$ cat src/rtl/upn_pkg.sv
// upn_pkg: shared constants, byte codes and controller/datapath interface types
// for the url path normalizer; no dependencies, compiled first
package upn_pkg;

  // sizes of the normalized byte buffer and the segment-start stack
  localparam int PathBytes = 1024;
  localparam int MaxDepth  = 256;

  localparam int AddrW    = $clog2(PathBytes);
  localparam int PosW     = AddrW + 1;
  localparam int SegAddrW = $clog2(MaxDepth);
  localparam int DepthW   = $clog2(MaxDepth + 1);

  // fixed field widths
  localparam int ByteW    = 8;
  localparam int LimitW   = 11;
  localparam int LenW     = 10;
  localparam int LenMax   = 1023;
  localparam int InDataW  = 8;
  localparam int OutDataW = 24;
  localparam int OutPadW  = OutDataW - 1 - LenW - ByteW;

  localparam logic [LimitW-1:0] LimitReset = 11'd1024;

  // byte codes
  localparam logic [ByteW-1:0] CharSlash = 8'h2F;
  localparam logic [ByteW-1:0] CharDot   = 8'h2E;
  localparam logic [ByteW-1:0] CharNul   = 8'h00;

  // operation, result kind and status codes
  localparam logic OpFeed      = 1'b0;
  localparam logic OpRead      = 1'b1;
  localparam logic KindSummary = 1'b0;
  localparam logic KindData    = 1'b1;
  localparam logic StatusOk    = 1'b0;
  localparam logic StatusBad   = 1'b1;

  // class of the latched feed byte
  typedef enum logic [1:0] {
    BC_SKIP,
    BC_BAD,
    BC_SLASH,
    BC_CHAR
  } upn_class_t;

  // controller to datapath
  typedef struct packed {
    logic feed_start;
    logic rd_start;
    logic set_invalid;
    logic put_slash;
    logic put_char;
    logic close_seg;
    logic pop_load;
    logic finish;
    logic emit;
  } upn_cmd_t;

  // datapath to controller
  typedef struct packed {
    upn_class_t cls;
    logic       seg_open;
    logic       close_pop;
    logic       invalid;
    logic       item_end;
    logic       rd_avail;
    logic       out_free;
  } upn_status_t;

endpackage

$ cat src/rtl/upn_ctrl.sv
// upn_ctrl: sequencing state machine of the url path normalizer
// depends on upn_pkg; drives upn_datapath through upn_cmd_t
module upn_ctrl import upn_pkg::*; (
  input  logic        clk,
  input  logic        rst,
  input  logic        in_valid,
  input  logic        in_op,
  output logic        in_ready,
  input  upn_status_t status,
  output upn_cmd_t    cmd
);

  typedef enum logic [6:0] {
    S_IDLE      = 7'b0000001,
    S_FEED      = 7'b0000010,
    S_PUT_CHAR  = 7'b0000100,
    S_POP       = 7'b0001000,
    S_CLOSE_END = 7'b0010000,
    S_FINISH    = 7'b0100000,
    S_EMIT      = 7'b1000000
  } state_t;

  state_t state;
  state_t state_next;
  state_t after_byte;

  assign in_ready = (state == S_IDLE);

  // where a feed byte goes once its own work is done
  assign after_byte = status.item_end ? S_CLOSE_END : S_IDLE;

  // next state and commands
  always_comb begin
    state_next = state;
    cmd        = '0;
    case (state)
      S_IDLE: begin
        if (in_valid) begin
          if (in_op == OpRead) begin
            if (status.rd_avail) begin
              cmd.rd_start = 1'b1;
              state_next   = S_EMIT;
            end
          end else begin
            cmd.feed_start = 1'b1;
            state_next     = S_FEED;
          end
        end
      end
      S_FEED: begin
        case (status.cls)
          BC_SKIP: begin
            state_next = after_byte;
          end
          BC_BAD: begin
            cmd.set_invalid = 1'b1;
            state_next      = after_byte;
          end
          BC_SLASH: begin
            cmd.close_seg = 1'b1;
            state_next    = status.close_pop ? S_POP : after_byte;
          end
          BC_CHAR: begin
            if (!status.seg_open) begin
              cmd.put_slash = 1'b1;
              state_next    = S_PUT_CHAR;
            end else begin
              cmd.put_char = 1'b1;
              state_next   = after_byte;
            end
          end
          default: begin
            state_next = after_byte;
          end
        endcase
      end
      S_PUT_CHAR: begin
        cmd.put_char = 1'b1;
        state_next   = after_byte;
      end
      S_POP: begin
        // a second visit to the final close finds no open segment
        cmd.pop_load = 1'b1;
        state_next   = after_byte;
      end
      S_CLOSE_END: begin
        if (!status.invalid && status.seg_open) begin
          cmd.close_seg = 1'b1;
          state_next    = status.close_pop ? S_POP : S_FINISH;
        end else begin
          state_next = S_FINISH;
        end
      end
      S_FINISH: begin
        cmd.finish = 1'b1;
        state_next = S_EMIT;
      end
      S_EMIT: begin
        if (status.out_free) begin
          cmd.emit   = 1'b1;
          state_next = S_IDLE;
        end
      end
      default: begin
        state_next = S_IDLE;
      end
    endcase
  end

  // state register
  always_ff @(posedge clk) begin
    if (rst) begin
      state <= S_IDLE;
    end else begin
      state <= state_next;
    end
  end

`ifndef SYNTHESIS
  // once a feed word is taken, the input is not ready while its byte is worked on
  a_feed_busy: assert property (@(posedge clk) disable iff (rst)
    (in_valid && in_ready && in_op == OpFeed) |=> !in_ready)
    else $error("input taken right after a feed word");

  // a result is only handed over when the output register can take it
  a_emit_free: assert property (@(posedge clk) disable iff (rst)
    cmd.emit |-> status.out_free)
    else $error("emit while output register busy");
`endif

endmodule

$ cat config.mk
export PLATFORM = sky130hd
export DESIGN_NAME = upn_ctrl
export DESIGN_NICKNAME = d
export VERILOG_FILES = /design/src/rtl/upn_pkg.sv /design/src/rtl/upn_ctrl.sv
export SDC_FILE = /design/constraint.sdc
export NUM_CORES = 1
export LEC_CHECK = 0
export ABC_AREA = 1
export BUFFER_PORTS_ARGS = -buffer_cell sky130_fd_sc_hd__buf_2
export CAP_MARGIN = 15
export CORE_MARGIN = 3
export CORE_UTILIZATION = 36
export DETAILED_ROUTE_END_ITERATION = 16
export PLACE_DENSITY = 0.7
export SLEW_MARGIN = 20
export SYNTH_ARGS = -nofsm -noshare
export SYNTH_HDL_FRONTEND = slang
export SYNTH_SLANG_ARGS = --single-unit
$ cat constraint.sdc
create_clock -name clk -period 1.6 [get_ports clk]
set_clock_uncertainty 0.05 [all_clocks]
set_input_delay 0.16 -clock clk [delete_from_list [all_inputs] [get_ports clk]]
set_output_delay 0.16 -clock clk [all_outputs]
set_load 0.03 [all_outputs]
==> impl_summary.log <==
INFO  metric detailroute.via_count = 627
INFO  metric final_cell_mix = 16 x sky130_fd_sc_hd__nand2_1, 14 x sky130_fd_sc_hd__buf_2, 12 x sky130_fd_sc_hd__nor2_1, 12 x sky130_fd_sc_hd__inv_1
INFO  metric setup.worst_path.start_class = register
INFO  metric final-max-slew-violation-count = 0
INFO  metric drc = 0
INFO  metric finalSetupViolations = 0
INFO  metric cellPowerDensity = 1180 nW/um^2
INFO  metric maximum_clock_rate = 0.631 GHz
INFO  metric clock_tree.buffer_depth = 2
INFO  metric area.growth.synth_to_final = 43.0%
INFO  metric worstPathMaxFanout = 4
INFO  metric finish.net_count = roughly 130
INFO  metric yosys_register_bits = 7
INFO  metric critPathKind = reg -> out
INFO  metric final_weighted_congestion_in_routability_driven_placement = 0.779
INFO  metric htree_levels = 1
INFO  metric placed_cell_area = 684 sq um
INFO  metric finalHoldViolations = 0
INFO  metric postSynthNetCount = 100
INFO  metric synth.top_cells.by_area = sky130_fd_sc_hd__dfxtp_1 25%, sky130_fd_sc_hd__nand2_1 12%, sky130_fd_sc_hd__nand3_1 10%, sky130_fd_sc_hd__inv_1 8.8%, sky130_fd_sc_hd__nor2_1 8.1%
INFO  metric io_pins = 22
INFO  metric die_width = between 40 and 50 um
INFO  metric slew_at_the_pin_closest_to_its_max_slew_limit = 0.225 ns
INFO  metric timing.hold.ws = 0.0801 ns
INFO  metric initial_standard_cell_utilization_of_the_core = 40.5%
INFO  metric layout_min_cycle_time = 1.59 ns
INFO  metric cts_buffers = 3
INFO  metric detail_route.first_pass.iterations = 6
INFO  metric worst_skew_pair.late_latency = 0.27 ns
INFO  metric design.core.area = 1370 sq um
INFO  metric synth_seq_area_share = 25.3%
INFO  metric largest_register_ffs = 7
INFO  metric syn-cell-area = 553 sq um
INFO  metric netlist_cell_types = 20
INFO  metric synth_largest_type_area_fraction = 25.3%
INFO  metric rsz_0062_raised_after_global_routing = true
INFO  metric crit_path_end_kind = output port
INFO  metric result_of_the_run = finished clean
INFO  metric timing.critical_path.arrival = 1.38 ns
INFO  metric grt_pass1_wl = 2.24 mm
INFO  metric total_power = 0.933 mW
INFO  metric die_height = 45.2 um
INFO  metric ir_worst_vdd = 0.000557 V
INFO  metric drt_iter0_markers = 7
INFO  metric design.die.area = 2040 sq um
INFO  metric final_area = 791 sq um
INFO  metric post-dp-hpwl = between 1 and 1.5 mm
INFO  metric synthesis.area_per_instance = 6.28 sq um
INFO  metric syn_inst = a little under 90
INFO  metric hp-class = in -> reg
INFO  metric timing.final.crit_share = 99.1%
INFO  metric cts_sinks = 7
INFO  metric ys.warnings.count = 0
INFO  metric route.antenna.remaining_nets = 0
INFO  metric route.detailed.wl_per_inst = 10.7 um
INFO  metric top_register = state
INFO  metric portBuffers = 21
INFO  metric synthDominantAreaCellType = sky130_fd_sc_hd__dfxtp_1
INFO  metric cts.root.buffer_cell = sky130_fd_sc_hd__clkbuf_4
INFO  metric first_global_vias = 539
INFO  metric place_ws = 0.212 ns
INFO  metric seq_area = 146 sq um
INFO  metric finalWirelength = 1.40 mm
INFO  metric floorplan.rows = 13
INFO  metric max-slew-margin-rel = between 80% and 90%
INFO  metric number_of_inserted_diodes = 0
INFO  metric timing.final.ws_setup = 0.0145 ns
INFO  metric clock_tree_from_tritoncts = done
INFO  metric multi_input_area = around 380 sq um
INFO  metric post-place-cells = 123
INFO  metric worst_setup_hold_path_clk_slew = 0.06 ns
INFO  metric fraction_of_layout_cells_with_a_size_suffix_above_1 = 46.6%
INFO  metric finish.cell_count_without_fillers = 131
INFO  metric maximum_number_of_pins_on_one_net_before_global_route_repair = 8
INFO  metric most_frequent_standard_cell_in_the_layout_excluding_fill_and_tap_cells = sky130_fd_sc_hd__nand2_1
INFO  metric cts_hold_buf = 0
INFO  metric grt_overflow = 0
INFO  metric cp.required = ~1.4 ns
INFO  metric groute.usage.overall = 15.5%
INFO  metric static-leakage-power = 0.405 nW
INFO  metric final.fill_count = approximately 150
INFO  metric routed_via_density = about 4.8
INFO  metric initial_antenna_violation_count = 0
INFO  metric timing.max_cap.violations = 0
INFO  metric reg.largest.list = state (7)
[what timing repair did]
action                     4_1_cts  5_1_grt
setup endpoints to repair        5        7
setup buffers                    0        4
gates resized for setup          6       16
pin swaps                        1        4
[worst max-delay path, cell delays in order, from the launching register on]
cell	delay, ns
sky130_fd_sc_hd__dfxtp_2	0.33
sky130_fd_sc_hd__nor2_4	0.14
sky130_fd_sc_hd__nand3_2	0.11
sky130_fd_sc_hd__nor2_4	0.15
sky130_fd_sc_hd__inv_2	0.07
sky130_fd_sc_hd__nor3_2	0.12
sky130_fd_sc_hd__buf_4	0.18
[metal layers]
metal	share of wire [%]	vias up	track usage, %
li1	-	331	-
met1	41	272	18.8
met2	52	18	23.2
met3	4.5	6	7.17
met4	2.2	0	7.02
met5	0	-	0
[kinds of logic after synthesis]
kind of cell | count (synthesis) | synth area share (%)
AND/OR/NAND/NOR | 60 | 58.8
buffers and inverters | 18 | 12.9
flip-flops | 7 | 25.3
AO/OA/AOI/OAI | 3 | 2.94
[area by class of cell]
type	count	share of cell area (%)
clock buffer	4	3.32
inverter	17	8.07
multi-input combinational	63	47.9
sequential	7	18.5
tap	15	2.37
timing repair buffer	25	19.8
[through the flow]
step | utilization (%) | setup TNS, ns
floorplan | - | 0
global placement | 50.1 | 0
detailed placement | 50.1 | 0
CTS | 53.4 | -0.00358
global route | 57.9 | -0.278
finish | 57.9 | 0
[power by group]
| part | total [mW] | leakage, nW | internal, mW | switching (mW) |
|---|---|---|---|---|
| clock network | 0.170 | 0.0150 | 0.0958 | 0.0743 |
| logic | 0.535 | 0.332 | 0.208 | 0.327 |
| registers | 0.228 | 0.0582 | 0.205 | 0.0234 |
| total | 0.933 | 0.405 | 0.509 | 0.425 |
[path summary, 6_finish.rpt]
kind,depth (start not counted),slack [ns],to,from
hold reg to reg,3,0.51,state[0],state[6]
setup reg to reg,9,0.14,state[0],state[1]
setup / recovery,6,0.01,cmd[6],state[3]
hold / removal,2,0.08,state[1],in_op
[synthesized netlist by cell type, drive strengths merged]
| library cell | count |
|---|---|
| dfxtp | 7 |
| nand3b | 1 |
| buf | 1 |
| o22ai | 1 |
| nand2 | 19 |
| nor4 | 1 |
| nor2 | 19 |
| o21ai | 1 |
| nand3 | 14 |
| inv | 17 |
| a21oi | 1 |
| nor3 | 6 |
(Power assumes the default switching activity.)
